## config.mk

```make
export PLATFORM = sky130hd
export DESIGN_NAME = cdf_ctrl
export DESIGN_NICKNAME = d
export VERILOG_FILES = /design/src/design/cdf_pkg.sv /design/src/design/cdf_ctrl.sv
export SDC_FILE = /design/constraint.sdc
export NUM_CORES = 1
export LEC_CHECK = 0
export BUFFER_PORTS_ARGS = -buffer_cell sky130_fd_sc_hd__buf_4
export CAP_MARGIN = 40
export CORE_MARGIN = 4
export CORE_UTILIZATION = 42
export DETAILED_ROUTE_END_ITERATION = 8
export PLACE_DENSITY = 0.71
export SLEW_MARGIN = 15
export SYNTH_ARGS = -nofsm -noshare
export SYNTH_HDL_FRONTEND = slang
export SYNTH_SLANG_ARGS = --single-unit
```

## constraint.sdc

```tcl
create_clock -name clk -period 1.2 [get_ports clk]
set_input_delay 0.18 -clock clk [delete_from_list [all_inputs] [get_ports clk]]
set_output_delay 0.18 -clock clk [all_outputs]
set_load 0.02 [all_outputs]
```

## src/design/cdf_pkg.sv

```systemverilog
// shared types and constants of the circular decimating fir core
// no dependencies; imported by every other design file except cdf_ram
package cdf_pkg;

	// request opcodes
	localparam logic [1:0] OP_WR_SAMPLE = 2'd0;
	localparam logic [1:0] OP_WR_TAP    = 2'd1;
	localparam logic [1:0] OP_COMPUTE   = 2'd2;

	// configuration register indexes
	localparam int          CFG_IW      = 3;
	localparam int          CFG_DW      = 18;
	localparam logic [2:0]  REG_RATE    = 3'd0;
	localparam logic [2:0]  REG_LEFT    = 3'd1;
	localparam logic [2:0]  REG_RIGHT   = 3'd2;
	localparam logic [2:0]  REG_SAMPLES = 3'd3;
	localparam logic [2:0]  REG_OUTPUTS = 3'd4;
	localparam logic [2:0]  REG_SCALE   = 3'd5;

	localparam int POS_W   = 12;
	localparam int DATA_W  = 16;
	localparam int SCALE_W = 18;
	localparam int PROD_W  = 2 * DATA_W;
	localparam int MAX_RATE = 16;

	// rate * position + right taps fits in 17 bits
	localparam int DVD_W  = 17;
	localparam int DIV_CW = $clog2(DVD_W);

	// q2.30 products, summed, times q2.16 scale have 46 fraction bits, result keeps 15
	localparam int RND_SH = 31;

	typedef struct packed {
		logic [4:0]         rate;
		logic [5:0]         left;
		logic [5:0]         right;
		logic [12:0]        samples;
		logic [12:0]        outputs;
		logic signed [17:0] scale;
	} cfg_t;

	typedef struct packed {
		logic wr_sample;
		logic wr_tap;
		logic load;
		logic div_step;
		logic idx_load;
		logic issue;
		logic sc_lo;
		logic sc_hi;
		logic fin;
	} cmd_t;

	typedef struct packed {
		logic bad_req;
		logic last_tap;
		logic pipe_busy;
		logic out_free;
	} sts_t;

endpackage

```

## src/design/cdf_ctrl.sv

```systemverilog
// controller state machine: sequences store writes, modulo, tap walk and scaling
// depends on cdf_pkg; drives cmd_t into cdf_dp and reads its sts_t
module cdf_ctrl
	import cdf_pkg::*;
(
	input  logic       clk,
	input  logic       arst_n,
	input  logic       s_tvalid,
	output logic       s_tready,
	input  logic [1:0] opcode,
	input  sts_t       sts,
	output cmd_t       cmd
);

	localparam logic [2:0] ST_IDLE  = 3'd0;
	localparam logic [2:0] ST_DIV   = 3'd1;
	localparam logic [2:0] ST_IDX   = 3'd2;
	localparam logic [2:0] ST_MAC   = 3'd3;
	localparam logic [2:0] ST_DRAIN = 3'd4;
	localparam logic [2:0] ST_SLO   = 3'd5;
	localparam logic [2:0] ST_SHI   = 3'd6;
	localparam logic [2:0] ST_FIN   = 3'd7;

	localparam logic [DIV_CW-1:0] DIV_LAST = DIV_CW'(DVD_W - 1);

	logic [2:0]        state_q, state_d;
	logic [DIV_CW-1:0] div_cnt_q;
	logic              accept;

	assign s_tready = (state_q == ST_IDLE);
	assign accept   = s_tvalid && s_tready;

	always_comb begin
		state_d = state_q;
		cmd     = '0;
		unique case (state_q)
			ST_IDLE: begin
				if (accept) begin
					unique case (opcode)
						OP_WR_SAMPLE: cmd.wr_sample = 1'b1;
						OP_WR_TAP:    cmd.wr_tap = 1'b1;
						OP_COMPUTE: begin
							cmd.load = 1'b1;
							state_d  = sts.bad_req ? ST_FIN : ST_DIV;
						end
						default: ;
					endcase
				end
			end
			ST_DIV: begin
				cmd.div_step = 1'b1;
				if (div_cnt_q == DIV_LAST) begin
					state_d = ST_IDX;
				end
			end
			ST_IDX: begin
				cmd.idx_load = 1'b1;
				state_d      = ST_MAC;
			end
			ST_MAC: begin
				cmd.issue = 1'b1;
				if (sts.last_tap) begin
					state_d = ST_DRAIN;
				end
			end
			ST_DRAIN: begin
				if (!sts.pipe_busy) begin
					state_d = ST_SLO;
				end
			end
			ST_SLO: begin
				cmd.sc_lo = 1'b1;
				state_d   = ST_SHI;
			end
			ST_SHI: begin
				cmd.sc_hi = 1'b1;
				state_d   = ST_FIN;
			end
			ST_FIN: begin
				// wait until the output register can take the result
				if (sts.out_free) begin
					cmd.fin = 1'b1;
					state_d = ST_IDLE;
				end
			end
			default: state_d = ST_IDLE;
		endcase
	end

	always_ff @(posedge clk or negedge arst_n) begin
		if (!arst_n) begin
			state_q   <= ST_IDLE;
			div_cnt_q <= '0;
		end else begin
			state_q <= state_d;
			if (cmd.load) begin
				div_cnt_q <= '0;
			end else if (cmd.div_step) begin
				div_cnt_q <= div_cnt_q + 1'b1;
			end
		end
	end

`ifndef ASSERT_OFF
	a_div_len: assert property (@(posedge clk) disable iff (!arst_n)
		(state_q == ST_DIV && div_cnt_q == DIV_LAST) |=> (state_q == ST_IDX))
		else $error("modulo did not finish after its last step");
	a_scale_drained: assert property (@(posedge clk) disable iff (!arst_n)
		(state_q == ST_SLO) |-> !sts.pipe_busy)
		else $error("scaling started with products still in flight");
	a_fin_idle: assert property (@(posedge clk) disable iff (!arst_n)
		cmd.fin |=> (state_q == ST_IDLE))
		else $error("controller not idle after delivering a result");
`endif

endmodule

```

==> results of run 1 <==
[cells in the mapped netlist, types with 2 or more instances]
library cell	number	area share (%)
dfrtp_1	8	35
nor2_1	6	4.0
nand2_1	5	3.3
inv_1	4	2.6
nand2b_1	3	3.3
nor2_2	3	3.3
nor3b_1	3	4.0
xor2_1	3	4.6
a21oi_1	2	1.8
and3_1	2	2.2
buf_6	2	4.0
ha_1	2	4.4
nand4_1	2	2.2
o31ai_2	2	4.4
[through the flow]
stage               std cells  worst slack [ns]  TNS (ns)  utilization (%)  hold slack (ns)
global placement          105            -0.144     -1.06             71.6          0.00253
CTS                       119            -0.344     -3.90             91.9            0.211
floorplan                  60            -0.239     -2.07                -           -0.116
detailed placement        105            -0.205     -1.59             71.6          0.00315
[cells by family after synthesis]
family                     count (synthesis)  share of synthesized area [%]
AOI/OAI and AO/OA                          9                           13.2
buffers and inverters                      7                           7.49
xor gates and xnor gates                   4                           6.17
DFF                                        8                           35.2
adders and majority gates                  2                           4.40
and+or+nand+nor                           29                           31.7
muxes                                      1                           1.76
[repair_timing]
| item | CTS |
|---|---|
| pin swaps | 19 |
| setup endpoints to repair | 18 |
| endpoints found under the hold margin | 8 |
| gates resized for setup | 37 |
| setup buffers | 10 |
| hold buffers | 1 |
==> run metrics, run 1 <==
cts bufs inserted 3; distinct cell type count after synthesis 27; Cells after Synth 60; CTS sink cnt 8; ys async rst share 100%; Post-synth top flop dfrtp_1; I/O Buffers 18; Worst End Pin Type top-level output; starting density of the core 47.9%; Stopped at 5_1_grt; #FFs+latches synth 8; DPL Wire Length 1200 um; number of synthesized flops with an enable pin 0; Placement Cell Area 850 um2; status did not finish; root buf cell clkbuf_4; post-synthesis sequential area ratio 35.2%; Syn Std Cell Area 568 um2; Die W 44.8 um; Syn. warnings 0; routability cong. 0.751; FP Rows 12; first error [ERROR DPL-0038] Utilization greater than 100%, impossible to legalize; H-tree levels 1; grt repair worst endpoint cmd[7]; syn avg cell area 9.47 um2; Post-Syn Nets 71; clock buffer depth 2; Ports 19; Die Ht 44.8 um; largest net degree at the start of global routing 9
==> run 2: changes to the inputs <==
--- a/config.mk
+++ b/config.mk
@@ -7,10 +7,10 @@
 export LEC_CHECK = 0
 export BUFFER_PORTS_ARGS = -buffer_cell sky130_fd_sc_hd__buf_4
 export CAP_MARGIN = 40
-export CORE_MARGIN = 4
-export CORE_UTILIZATION = 42
+export CORE_AREA = 4 4 65 67
 export DETAILED_ROUTE_END_ITERATION = 8
-export PLACE_DENSITY = 0.71
+export DIE_AREA = 0 0 69 71
+export PLACE_DENSITY_LB_ADDON = 0.15
 export SLEW_MARGIN = 15
 export SYNTH_ARGS = -nofsm -noshare
 export SYNTH_HDL_FRONTEND = slang
==> constraint.sdc (replaced) <==
create_clock -name clk -period 1.55 [get_ports clk]
set_input_delay 0.2325 -clock clk [delete_from_list [all_inputs] [get_ports clk]]
set_output_delay 0.2325 -clock clk [all_outputs]
set_load 0.02 [all_outputs]
==> run 2 against run 1 <==
The run now ends clean. Area after synthesis stayed put. Synthesized cell count did not move.
==> run metrics, run 2 <==
Worst Setup SP state_q[2]; max reg flops 5; multi-input gate area in the final layout 410 um2; Ant. Diodes 0; largest reg by FF count div_cnt_q; FP Rows 22; Cells after Synth 60; Worst slew margin 71.2%; Worst Path Max Fanout 4; Post-synth top flop dfrtp_1; Synth area leaders dfrtp_1 (35%), xor2_1 (4.6%), ha_1 (4.4%); vias per cell 3.87; Final Setup Violations 0; area share of the largest cell type after synthesis 35.2%; Arr. time, crit path 1.31 ns; WL met3 11 um; nets 106; post-synth top area cell dfrtp_1; placed insts 128; #FFs+latches synth 8; min-delay worst type in -> reg; Pleak 0.443 nW; CTS clk-pin slew, worst paths 0.04 ns; status finished clean; Antenna Violating Nets Remaining 0; fin cells 141; starting density of the core 15.6%; vias post-DR 546; DR pass1 iterations 2; post-synthesis sequential area ratio 35.2%; first-pass GRT wire length 2400 um; critical path type reg -> out; final clock skew 0.00430 ns; number of global-route vias before repair 539; syn avg cell area 9.47 um2; Final Hold Fails 0; Hold Startpoint sts[3]; most frequent cells after synthesis dfrtp_1 (8), nor2_1 (6), nand2_1 (5); most frequent cells in the layout buf_4 (28), nor2_1 (6), dfrtp_1 (5), buf_6 (4); DPL Wire Length 1120 um; CTS tree built; routability cong. 0.716; number of synthesized flops with an enable pin 0; Die Ht 71 um; CORE AREA 3630 um2; cts bufs inserted 3; Syn. warnings 0; final period utilization 99.5%; startpoint types flip-flop; Reg area 204 um2; H-tree levels 1; GR Util All Layers 6.08%; root buf cell clkbuf_8; I/O Buffers 18; Design Area, Final 996 um2; clock buffer depth 2; Final Total Pwr 0.00198 W; Residual DRC 0; Initial DRC Count 7; M1 wire length 624 um; PwrDens 1990 nW/um2; CTS sink cnt 8; count leader, synth dfrtp_1; Filler Cell Count 407; Die Footprint 4900 um2; most common cell after layout, fill and taps aside buf_4; antenna violations before repair 0; Max-Cap Viols 0; met2 WL 943 um; crit end category output pin; Syn Std Cell Area 568 um2; Placement Cell Area 801 um2; Hold Slack 0.338 ns; Area Growth Syn to Fin 75.3%; Die W 69 um; RR Startpoint state_q[2]; unrepaired setup endpoints after global routing yes; clk_lat worst skew 0.22 ns; DR WL/cell 11.5 um; FMAX 648 MHz; ys async rst share 100%; GRT overflow 0; worst vdd ir 391 uV; Ports 19; Total Routed Length 1620 um; share of layout cells above drive strength 1 61.3%; Largest regs div_cnt_q: 5 flops, state_q: 3 flops; top layer in use met4; largest net degree at the start of global routing 9; Final Max Tran Viols 0; Slew @ Worst Pin 0.428 ns; crit path time final 1.54 ns; Worst Path Required 1.32 ns; Post-Syn Nets 71; distinct cell type count after synthesis 27
-- run 2: cell counts after synthesis --
Identical to the previous run, type by type.
-- run 2: timing repair --
item / 4_1_cts / 5_1_grt
hold buffers: 1 / 0
pin swaps: 2 / 6
buffers inserted: 3 / 6
endpoints found under the setup margin: 5 / 9
endpoints found under the hold margin: 8 / 0
resized for setup: 5 / 14
-- run 2: final timing paths --
path                                 to  slack (ns)  cells after the start
setup / recovery                 cmd[7]       0.007                      4
hold / removal               state_q[2]        0.34                      3
setup reg to reg             state_q[1]        0.03                      5
hold reg to reg            div_cnt_q[4]        0.54                      2
max in group asynchronous    state_q[1]        1.03                      2
min in group asynchronous  div_cnt_q[0]        0.37                      2
-- run 2: logic make-up (layout without fill, tap and decap cells) --
family,count (synthesis),after routing,share of synthesized area (%)
buf+inv,7,40,7.49
simple gates,29,29,31.7
flops,8,8,35.2
compound gates,9,9,13.2
fa+ha+maj,2,2,4.40
mux,1,1,1.76
xor+xnor,4,4,6.17
-- run 2: cell type report --
type / count / share of cell area, %
multi-input cells: 45 / 41.2
repair buffers: 33 / 26.6
flip-flops and latches: 8 / 20.5
well taps: 48 / 6.03
clock buffers: 3 / 4.15
inverters: 4 / 1.51
-- run 2: routing by layer --
metal / track usage [%] / up-vias
li1: - / 271
met5: 0 / -
met4: 3.90 / 0
met1: 6.10 / 265
met3: 0.852 / 4
met2: 11.7 / 6
-- run 2: where the power goes --
part / internal [W] / total [W] / switching, W / leakage (nW)
Combinational: 0.000653 / 0.00128 / 0.000629 / 0.330
Clock: 0.000168 / 0.000247 / 0.0000788 / 0.0216
Sequential: 0.000330 / 0.000452 / 0.000123 / 0.0915
-- run 2: worst max-delay path: stages (launching register included) --
cell	delay (ns)
dfrtp_2	0.44
nor3_4	0.23
nand2_4	0.10
nor3b_4	0.18
buf_6	0.14
-- run 2: metrics by stage --
| step | TNS [ns] | util [%] | worst slack (ns) |
|---|---|---|---|
| 2_1_floorplan | 0 | - | 0.00826 |
| 3_3_place_gp | 0 | 22.0 | 0.0573 |
| 3_5_place_dp | 0 | 22.0 | 0.0516 |
| 4_1_cts | -0.00215 | 24.3 | -0.00215 |
| 5_1_grt | -0.161 | 27.4 | -0.0527 |
| 6_report | 0 | 27.4 | 0.00718 |
Note: power is estimated with default switching activity, not from simulation.
