$ cat src/design/cdf_pkg.sv
// shared types and constants of the circular decimating fir core
// no dependencies; imported by every other design file except cdf_ram
package cdf_pkg;

	// request opcodes
	localparam logic [1:0] OP_WR_SAMPLE = 2'd0;
	localparam logic [1:0] OP_WR_TAP    = 2'd1;
	localparam logic [1:0] OP_COMPUTE   = 2'd2;

	// configuration register indexes
	localparam int          CFG_IW      = 3;
	localparam int          CFG_DW      = 18;
	localparam logic [2:0]  REG_RATE    = 3'd0;
	localparam logic [2:0]  REG_LEFT    = 3'd1;
	localparam logic [2:0]  REG_RIGHT   = 3'd2;
	localparam logic [2:0]  REG_SAMPLES = 3'd3;
	localparam logic [2:0]  REG_OUTPUTS = 3'd4;
	localparam logic [2:0]  REG_SCALE   = 3'd5;

	localparam int POS_W   = 12;
	localparam int DATA_W  = 16;
	localparam int SCALE_W = 18;
	localparam int PROD_W  = 2 * DATA_W;
	localparam int MAX_RATE = 16;

	// rate * position + right taps fits in 17 bits
	localparam int DVD_W  = 17;
	localparam int DIV_CW = $clog2(DVD_W);

	// q2.30 products, summed, times q2.16 scale have 46 fraction bits, result keeps 15
	localparam int RND_SH = 31;

	typedef struct packed {
		logic [4:0]         rate;
		logic [5:0]         left;
		logic [5:0]         right;
		logic [12:0]        samples;
		logic [12:0]        outputs;
		logic signed [17:0] scale;
	} cfg_t;

	typedef struct packed {
		logic wr_sample;
		logic wr_tap;
		logic load;
		logic div_step;
		logic idx_load;
		logic issue;
		logic sc_lo;
		logic sc_hi;
		logic fin;
	} cmd_t;

	typedef struct packed {
		logic bad_req;
		logic last_tap;
		logic pipe_busy;
		logic out_free;
	} sts_t;

endpackage

$ cat src/design/cdf_cfg.sv
// configuration register bank, decodes the write port into cfg_t
// depends on cdf_pkg
module cdf_cfg
	import cdf_pkg::*;
(
	input  logic              clk,
	input  logic              arst_n,
	input  logic              wen,
	input  logic [CFG_IW-1:0] index,
	input  logic [CFG_DW-1:0] wdata,
	output cfg_t              cfg
);

	cfg_t cfg_q;

	always_ff @(posedge clk or negedge arst_n) begin
		if (!arst_n) begin
			cfg_q.rate    <= 5'd1;
			cfg_q.left    <= 6'd0;
			cfg_q.right   <= 6'd0;
			cfg_q.samples <= 13'd1;
			cfg_q.outputs <= 13'd1;
			cfg_q.scale   <= 18'sd65536;
		end else if (wen) begin
			unique case (index)
				REG_RATE:    cfg_q.rate    <= wdata[4:0];
				REG_LEFT:    cfg_q.left    <= wdata[5:0];
				REG_RIGHT:   cfg_q.right   <= wdata[5:0];
				REG_SAMPLES: cfg_q.samples <= wdata[12:0];
				REG_OUTPUTS: cfg_q.outputs <= wdata[12:0];
				REG_SCALE:   cfg_q.scale   <= $signed(wdata);
				default: ;
			endcase
		end
	end

	assign cfg = cfg_q;

endmodule

$ cat config.mk
export PLATFORM = sky130hd
export DESIGN_NAME = cdf_cfg
export DESIGN_NICKNAME = d
export VERILOG_FILES = /design/src/design/cdf_pkg.sv /design/src/design/cdf_cfg.sv
export SDC_FILE = /design/constraint.sdc
export NUM_CORES = 1
export LEC_CHECK = 0
export ABC_CLOCK_PERIOD_IN_PS = 1600
export BUFFER_PORTS_ARGS = -buffer_cell sky130_fd_sc_hd__buf_4
export CORE_MARGIN = 8
export CORE_UTILIZATION = 52
export DETAILED_ROUTE_END_ITERATION = 16
export PLACE_DENSITY = 0.83
export SLEW_MARGIN = 15
export SYNTH_ARGS = -nofsm -noshare
export SYNTH_HDL_FRONTEND = slang
export SYNTH_SLANG_ARGS = --single-unit
$ cat constraint.sdc
create_clock -name clk -period 1.6 [get_ports clk]
set_clock_uncertainty 0.15 [all_clocks]
set_input_delay 0.48 -clock clk [delete_from_list [all_inputs] [get_ports clk]]
set_output_delay 0.48 -clock clk [all_outputs]
set_load 0.005 [all_outputs]
# Yosys cells after proc, flatten, opt, wreduce, memory -nomap -nowiden
# Cells that the tools add are included.
# word_totals
reg_bits,61
input_bits,24
output_inout_bits,61
wordCells,18
# classes
n_eq_ne,5
reduce_logical,7
# ops
op,n
2-bit AND reduction,6
3-bit by 2-bit == test with 1-bit output (second input constant),2
3-bit == test (second input constant),2
3-bit by 1-bit == test with 1-bit output (second input constant),1
3-bit zero test,1

# Logic depth before layout (Yosys ltp)
# Gate-level depths: netlist (run 1).
# logic_depth
depth_word,2
ltp_mapped,3
ltp_nobuf,2

# Least setup slack after synthesis (run 1)
# No wires, ideal clock.
# synth_path
kind,input to register
startpoint,in index[0]
endpoint,"reg cfg_q, in the netlist cfg[20]"
setup_time_ps,125
arrival_time_ps,1281
t_required_ps,1325
setup_slack_ps,44
cell_stages,3
path_buffers,1
path_cell_list,and4bb_4 > buf_6 > mux2_2
# synth_via
elab_chain_cells,2
# synth_rtl
item,line,rtl
start: declaration,cdf_cfg.sv:9,"input logic [CFG_IW-1:0] index,"
3-bit == test,cdf_cfg.sv:25,unique case (index)
2-bit AND reduction (no line),-,
end: declaration,cdf_cfg.sv:14,cfg_t cfg_q;
# No other way between the ends.
# A chain may end at the register's enable or synchronous reset.

# Worst setup path in the final report (run 1)
# layout_path
startpoint,"reg cfg_q, in the netlist cfg[31]"
endpoint,out cfg[31] in the netlist's numbering
# layout_lines
item,line,rtl
end: declaration,cdf_cfg.sv:11,output cfg_t cfg
# No word-level cell between the ends.

==> impl_metrics.toml, run 1 <==
[outcome]
status = "finished, final reports clean"

[min_path]
min_delay_path_depth = 2
hp-start = "wdata[16]"
hold-path-endpoint = "cfg[16]"
min_path_type = "primary input to register"

[final_layout]
final_area_um2 = 3300
area_delta_synth_final_pct = 40.6
post-route-util_pct = 75.8
diodes = 0
nets = 259
layout-drive-gt1-share_pct = 73.3
largest_reg_flops = 61
regArea_um2 = 1530
multi_input_comb_area_um2 = 782
fill_cells = 279

[worst_setup_path]
cp_num_buf_inv = 1
cp_max_fo = 2
path_class = "register to output port"
cpPeakStageDelay_ns = 0.55
crit_required_ns = 0.97
slowest_stage = "dfstp_2"
rrSetupSlack_ns = 0.51
path_cells = "buf_6"
startpoint_type = "register"
r2r-start = "cfg[56]"
cp-end-kind = "output port"
rr_worst_depth = 3
crit_family = "flip-flops"
r2r_end = "cfg[56]"
worstPathArrival_ns = 0.96

[global_routing]
grt_pass1_vias = 1691
grt_use_total_pct = 16.5
grt_pass1_wl_mm = 8.86
grt.overflow.total = 0
antenna_found_initial = 0
grt_start_max_net_pins = 27

[synth]
synth_top_area_share_pct = 60.8
ys_types = 12
yosysWarnings = 0
synth.area.top_cells = "dfrtp_1 (61%), mux2_2 (29%), dfstp_2 (4.5%)"
avgSynthCellArea_um2 = 17.6
synth_area_um2 = 2350
synth-seq-cells = 61
synth_cells = 133
syn-num-nets = 157
synth_largest_area_cell = "dfrtp_1"
ys_seq_area_share_pct = 65.2

[placement]
dpl.hpwl_mm = 4.19
place_area_um2 = 3090
port_buffers = 84
globalplace.congestion = 0.770

[sta]
period_minus_slack_ns = 1.59
rsz0062_at_grt = "yes"
tightest_slew_ns = 0.372
final_hold_viol_count = 0
max_freq_ghz = 0.627
setup_viol_count_final = 0
fin_crit_sh_pct = 99.7
slew_viol_final = 0
slew_headroom_pct = 75.2

[detailed_routing]
wl_per_cell_um = 18.6
dr_wl_met3_um = 367
vias = 1509
routed_wl_mm = 5.43
wl_met2_mm = 3.03
firstDrtPassIters = 3
ant_nets = 0
drtIter0Drc = 37
vias_per_cell = 5.17
drt-met1-wl_mm = 1.96
drcViolationCount = 0
top_layer_used = "met4"

[power]
finalPower_mw = 4.35
intPower_mw = 3.28
power_frac_seq_pct = 48.0
clockPowerShare_pct = 26.6
power.switching_mw = 1.07
combPwrFrac_pct = 25.3
p_sw_share_pct = 24.5
p_per_area_nw_per_um2 = 1320
leakagePower_nw = 1.58
peakVddDrop_mv = 0.744

[floorplan]
core_area_um2 = 4350
initial_core_util_pct = 53.9
rows = 24
die_h_um = 83.2
fp.dieW_um = 83.2
io_pins = 85
dieArea_um2 = 6920

[cts]
clk_pin_slew_ns = 0.06
cts_tree = "built"
clkSinkCount = 61
cts_buffer_depth = 2
cts_htree_levels = 3
clock_latency_ns = 0.32
root_buffer = "clkbuf_8"
cts_made_buffers = 9

[flow_run]
maxCapViolCount = 0
[placed cells by master, fill, tap and decap left out]
master / n
buf_12: 1
nand4b_1: 1
and4bb_2: 1
dlygate4sd3_1: 1
nor4bb_1: 1
and4bb_4: 1
clkinv_2: 1
clkbuf_1: 4
dfrtp_1: 57
mux2_2: 61
buf_6: 4
buf_4: 90
dfstp_2: 4
clkbuf_8: 11
nor4b_4: 1
nand4b_4: 1
[synth_stat cells, drive strengths merged]
cell    number
and4bb       2
buf          5
dfrtp       57
dfstp        4
mux2        61
nand4b       2
nor4b        1
nor4bb       1
[timing repair]
action,CTS,global route
buffers inserted,1,1
gates resized for setup,4,0
endpoints found under the setup margin,4,4
hold buffers,1,0
hold endpoints to repair,23,0
pin swaps,0,0
[power groups by stage]
stage | clock network (mW) | logic (mW) | registers, mW
2_1_floorplan | 0 | 0.327 | 2.11
5_1_grt | 1.29 | 1.19 | 2.13
6_report | 1.16 | 1.10 | 2.09
3_3_place_gp | 0 | 1.06 | 2.09
4_1_cts | 1.20 | 1.13 | 2.09
3_5_place_dp | 0 | 1.10 | 2.11
[metal layers]
metal / vias to the layer above / GRT usage, %
li1: 691 / -
met1: 769 / 16.8
met2: 43 / 28.1
met4: 0 / 6.87
met5: - / 0
met3: 6 / 8.30
[stage by stage]
stage,std cells,hold WS (ns),setup slack [ns],setup TNS (ns)
after CTS,291,0.216,-0.0142,-0.0203
after global routing,292,0.205,-0.0416,-0.117
final,292,0.234,0.00519,0
after global placement,273,0.246,-0.166,-7.21
after floorplan,133,0.0344,0.0441,0
after detailed placement,273,0.257,-0.273,-10.01
[final cells by class]
type | count | share of cell area, %
tap | 52 | 1.97
sequential | 61 | 46.4
multi-input combinational | 67 | 23.7
clock inverter | 1 | 0.152
timing repair buffer | 96 | 22.7
clock buffer | 15 | 5.04
[worst max path at each step]
stage	from	endpoint	slack [ns]	depth (start not counted)
3_5_place_dp	index[1]	cfg[52]	-0.27	4
5_1_grt	cfg[31]	cfg[31]	-0.04	1
4_1_cts	cfg[31]	cfg[31]	-0.01	1
3_3_place_gp	index[1]	cfg[8]	-0.17	4
6_report	cfg[31]	cfg[31]	0.005	1
2_1_floorplan	index[0]	cfg[20]	0.04	3
[cells by family (layout without fill, tap and decap cells)]
family,after synthesis,in the layout,share of synthesized area [%]
multiplexers,61,61,29.3
AND/OR/NAND/NOR,6,6,4.05
buffers and inverters,5,112,1.44
flip-flops,61,61,65.2
Power figures use the tool's default switching activity.
==> run 2: changes to the inputs <==
==> constraint.sdc (replaced) <==
create_clock -name clk -period 1.6 [get_ports clk]
set_clock_uncertainty 0.15 [all_clocks]
set_input_delay 0.08 -clock clk [delete_from_list [all_inputs] [get_ports clk]]
set_output_delay 0.08 -clock clk [all_outputs]
set_load 0.005 [all_outputs]
==> run 2 against run 1 <==
Net effect:
- count of clock-buffer cells in the layout decreased by 1
- setup slack improved by 0.38 ns
- critical path depth is the same
- critical path type unchanged
- highest routed layer unchanged
==> impl_metrics.toml, run 2 (synthesis gave the netlist of run 1 again) <==
[placement]
pre_cts_slack_ns = 0.242
globalplace.congestion = 0.798
dpl.hpwl_mm = 4.07
place_area_um2 = 3020
dp_cells = 266
port_buffers = 84

[min_path]
hp-start = "index[1]"
min_path_type = "primary input to register"

[global_routing]
use_met1_pct = 16.8
grt.overflow.total = 0
antenna_found_initial = 0
grt_pass1_wl_mm = 9.00
grt_pass1_vias = 1715
use_met2_pct = 29.2
grt_use_total_pct = 16.6
grtUsageMet3_pct = 5.96
grt_start_max_net_pins = 62
grt_busiest_layer = "met2"

[detailed_routing]
drcViolationCount = 0
vias = 1540
routed_wl_mm = 5.65
firstDrtPassIters = 3
drtIter0Drc = 56
ant_nets = 0
wl_per_cell_um = 18.8
vias_per_cell = 5.12

[floorplan]
fp.dieW_um = 83.2
io_pins = 85
core_area_um2 = 4350
rows = 24
initial_core_util_pct = 53.9
dieArea_um2 = 6920
die_h_um = 83.2

[worst_setup_path]
crit_required_ns = 1.37
rrSetupSlack_ns = 0.66
crit_family = "flip-flops"
path_class = "register to output port"
cpPeakStageDelay_ns = 0.54
cp_num_buf_inv = 1
crit_path_start = "cfg[56]"
path_cells = "buf_4"
slowest_stage = "dfstp_2"
worstPathArrival_ns = 0.98
cp_max_fo = 2
startpoint_type = "register"
cp-end-kind = "output port"
r2r-start = "cfg[34]"

[final_layout]
final_area_um2 = 3380
final_cells = 301
multi_input_comb_area_um2 = 782
largest_reg_flops = 61
fill_cells = 256
regArea_um2 = 1530
area_delta_synth_final_pct = 43.9
post-route-util_pct = 77.6
layout-drive-gt1-share_pct = 67.1
diodes = 0
nets = 268
final_common_cell = "buf_4"
final_cell_mix = "buf_4 (86), mux2_2 (61), dfrtp_1 (57)"

[sta]
fin_ws_ns = 0.390
max_freq_ghz = 0.826
period_minus_slack_ns = 1.21
fin_crit_sh_pct = 75.6
slew_viol_final = 0
fin_setup_tns_ns = 0
slew_headroom_pct = 50.9
rsz0062_at_grt = "no"
final_hold_viol_count = 0
tightest_slew_ns = 0.736
setup_viol_count_final = 0

[cts]
root_buffer = "clkbuf_8"
cts_buffer_depth = 2
ctsHoldBuffers = 19
cts_resized = 0
postCtsSetupRepairBufs = 0
cts_htree_levels = 3
clk_pin_slew_ns = 0.06
cts_made_buffers = 9
clock_latency_ns = 0.33
cts_tree = "built"
clkSinkCount = 61

[power]
p_per_area_nw_per_um2 = 1280
leakagePower_nw = 1.60
peakVddDrop_mv = 0.749

[flow_run]
maxCapViolCount = 0

[outcome]
status = "finished, final reports clean"
## run 2: cell types whose count changed in the layout (fill, tap and decap cells not counted)
cell,before,now
buf_12,1,0
buf_4,90,86
buf_6,4,0
clkbuf_8,11,10
clkinv_2,1,2
dlygate4sd3_1,1,19
## run 2: metal layers
metal / vias to the layer above / routed length (um)
met5: - / 0
met4: 0 / 140
met3: 12 / 317
met2: 45 / 3100
met1: 784 / 2090
li1: 699 / -
## run 2: metrics by stage
step	power, mW	hold WS, ns
after floorplan	2.44	-0.366
after global placement	3.13	0.0149
after detailed placement	3.19	0.0383
after CTS	4.38	0.0297
after global routing	4.56	0.0362
final	4.32	0.0381
## run 2: final cells by class
type / count / share of cell area (%)
clock buffers: 14 / 4.52
clock inverters: 2 / 0.296
multi-input cells: 67 / 23.2
flip-flops and latches: 61 / 45.4
well taps: 52 / 1.93
repair buffers: 105 / 24.7
## run 2: worst paths after layout
path	cells after the start	end
max in group asynchronous	2	cfg[28]
setup reg to reg	1	cfg[34]
min in group asynchronous	2	cfg[41]
setup / recovery	1	cfg[56]
hold / removal	3	cfg[59]
hold reg to reg	1	cfg[15]
## run 2: report_power, final
| group | leakage (nW) | switching [mW] | internal [mW] |
|---|---|---|---|
| Clock | 0.0844 | 0.540 | 0.601 |
| Sequential | 0.726 | 0.184 | 1.90 |
| Combinational | 0.787 | 0.370 | 0.725 |
==> run 3: changes to the inputs <==
- ABC_CLOCK_PERIOD_IN_PS: 1600 -> 1060
- CORE_UTILIZATION: 52 -> 44
- PLACE_DENSITY: 0.83 -> 0.75
- clock period: 1.6 -> 1.06 ns (I/O delays scaled with it)
==> run 3 against run 2 <==
Net effect:
- the flow now finishes with violations (setup timing)
- wire length grew 10%
- via count grew 6.8%
- hold slack gained 0.099 ns
- die area grew 15%
- first-iteration DRC count shrank 5.4%
- combinational power grew 110%
- sequential power grew 57%
- sequential share of layout area shrank 6.6 points
==> impl_metrics.toml, run 3 (synthesis gave the netlist of run 1 again) <==
[outcome]
status = "complete, but fails checks"
violations = "setup timing"

[power]
p_per_area_nw_per_um2 = 1860
clockPowerShare_pct = 23.6
p_sw_share_pct = 25.2
peakVddDrop_mv = 1.12
combPwrFrac_pct = 32.0
intPower_mw = 5.50
power_frac_seq_pct = 44.3
finalPower_mw = 7.35
leakagePower_nw = 1.87
power.switching_mw = 1.85

[cts]
cts_tree = "built"
cts_buffer_depth = 2
clock_latency_ns = 0.32
cts_made_buffers = 9
clk_pin_slew_ns = 0.06
root_buffer = "clkbuf_8"
cts_htree_levels = 3
clkSinkCount = 61

[worst_setup_path]
startpoint_type = "register"
cpPeakStageDelay_ns = 0.54
rrSetupSlack_ns = 0
cp-end-kind = "output port"
path_cells = "buf_6"
crit_required_ns = 0.86
crit_cells = 1
slowest_stage = "dfstp_2"
cp_num_buf_inv = 1
cp_max_fo = 2
r2r-start = "cfg[39]"
crit_family = "flip-flops"
rr_worst_depth = 2
worstPathArrival_ns = 0.96
path_class = "register to output port"
r2r_end = "cfg[39]"

[global_routing]
grt_use_total_pct = 16.6
grt_pass1_vias = 1882
grt.overflow.total = 0
grt_pass1_wl_mm = 9.60
antenna_found_initial = 0
grt_start_max_net_pins = 62

[final_layout]
final_area_um2 = 3950
area_delta_synth_final_pct = 68.3
diodes = 0
layout-drive-gt1-share_pct = 70.5
fill_cells = 333
final_common_cell = "buf_6"
final_cells = 345
largest_reg_flops = 61
nets = 294
final_cell_mix = "buf_6 (66), dfrtp_1 (57), mux2_2 (44)"

[placement]
globalplace.congestion = 0.735
dp_cells = 290
port_buffers = 84
pre_cts_slack_ns = -0.273
place_area_um2 = 3200

[detailed_routing]
routed_wl_mm = 6.21
wl_per_cell_um = 18.0
ant_nets = 0
drcViolationCount = 0
firstDrtPassIters = 4
drtIter0Drc = 53
vias_per_cell = 4.77
vias = 1644

[sta]
period_minus_slack_ns = 1.16
fin_ws_ns = -0.0999
slew_headroom_pct = 73.6
rsz0062_at_grt = "yes"
worst_hold_slack_ns = 0.137
slew_viol_final = 0
fin_crit_sh_pct = 109
final_hold_viol_count = 0
tightest_slew_ns = 0.395
max_freq_ghz = 0.862
setup_viol_count_final = 6

[floorplan]
fp.dieW_um = 89.0
dieArea_um2 = 7930
die_h_um = 89.0
initial_core_util_pct = 45.7
core_area_um2 = 5140
rows = 26
io_pins = 85

[flow_run]
maxCapViolCount = 0

[min_path]
min_path_type = "primary input to async pin"
[run 3: how the worst max path moves through the flow]
stage	startpoint	slack, ns	endpoint
finish	cfg[18]	-0.1	cfg[18]
global route	cfg[18]	-0.14	cfg[18]
CTS	cfg[18]	-0.12	cfg[18]
detailed placement	index[2]	-0.27	cfg[9]
global placement	index[1]	-0.23	cfg[23]
floorplan	index[1]	-0.06	cfg[20]
[run 3: timing repair]
action,CTS,global route
hold buffers,19,0
buffers inserted,15,5
hold endpoints to repair,122,0
setup endpoints to repair,31,67
resized for setup,22,45
[run 3: cell type report]
type                            instances  area [um^2]  area share, %
Sequential cell                        61         1530           38.8
Timing Repair Buffer                  131         1320           33.3
Clock buffer                           14          153           3.86
Clock inverter                          2         10.0          0.253
Multi-Input combinational cell         67          852           21.6
Tap cell                               70         87.6           2.22
[run 3: power by group through the flow]
stage          sequential [mW]  clock [mW]  combinational (mW)
6_report                  3.26        1.74                2.35
5_1_grt                   3.32        1.90                2.52
4_1_cts                   3.18        1.78                2.09
3_5_place_dp              3.19           0                1.73
3_3_place_gp              3.17           0                1.69
2_1_floorplan             3.20           0               0.573
[run 3: per-stage QoR]
step / setup TNS [ns] / util, %
global route: -1.93 / 76.9
floorplan: -0.683 / -
global placement: -10.90 / 62.2
finish: -0.373 / 76.9
CTS: -0.517 / 72.8
detailed placement: -12.26 / 62.2
[run 3: routing by layer]
layer / wire (um) / track usage, % / share of wire, % / up-vias
met5: 0 / 0 / 0 / -
met4: 56 / 8.91 / 0.90 / 0
met3: 280 / 4.14 / 4.5 / 4
met2: 3550 / 29.3 / 57 / 41
met1: 2330 / 17.8 / 37 / 845
li1: - / - / - / 754
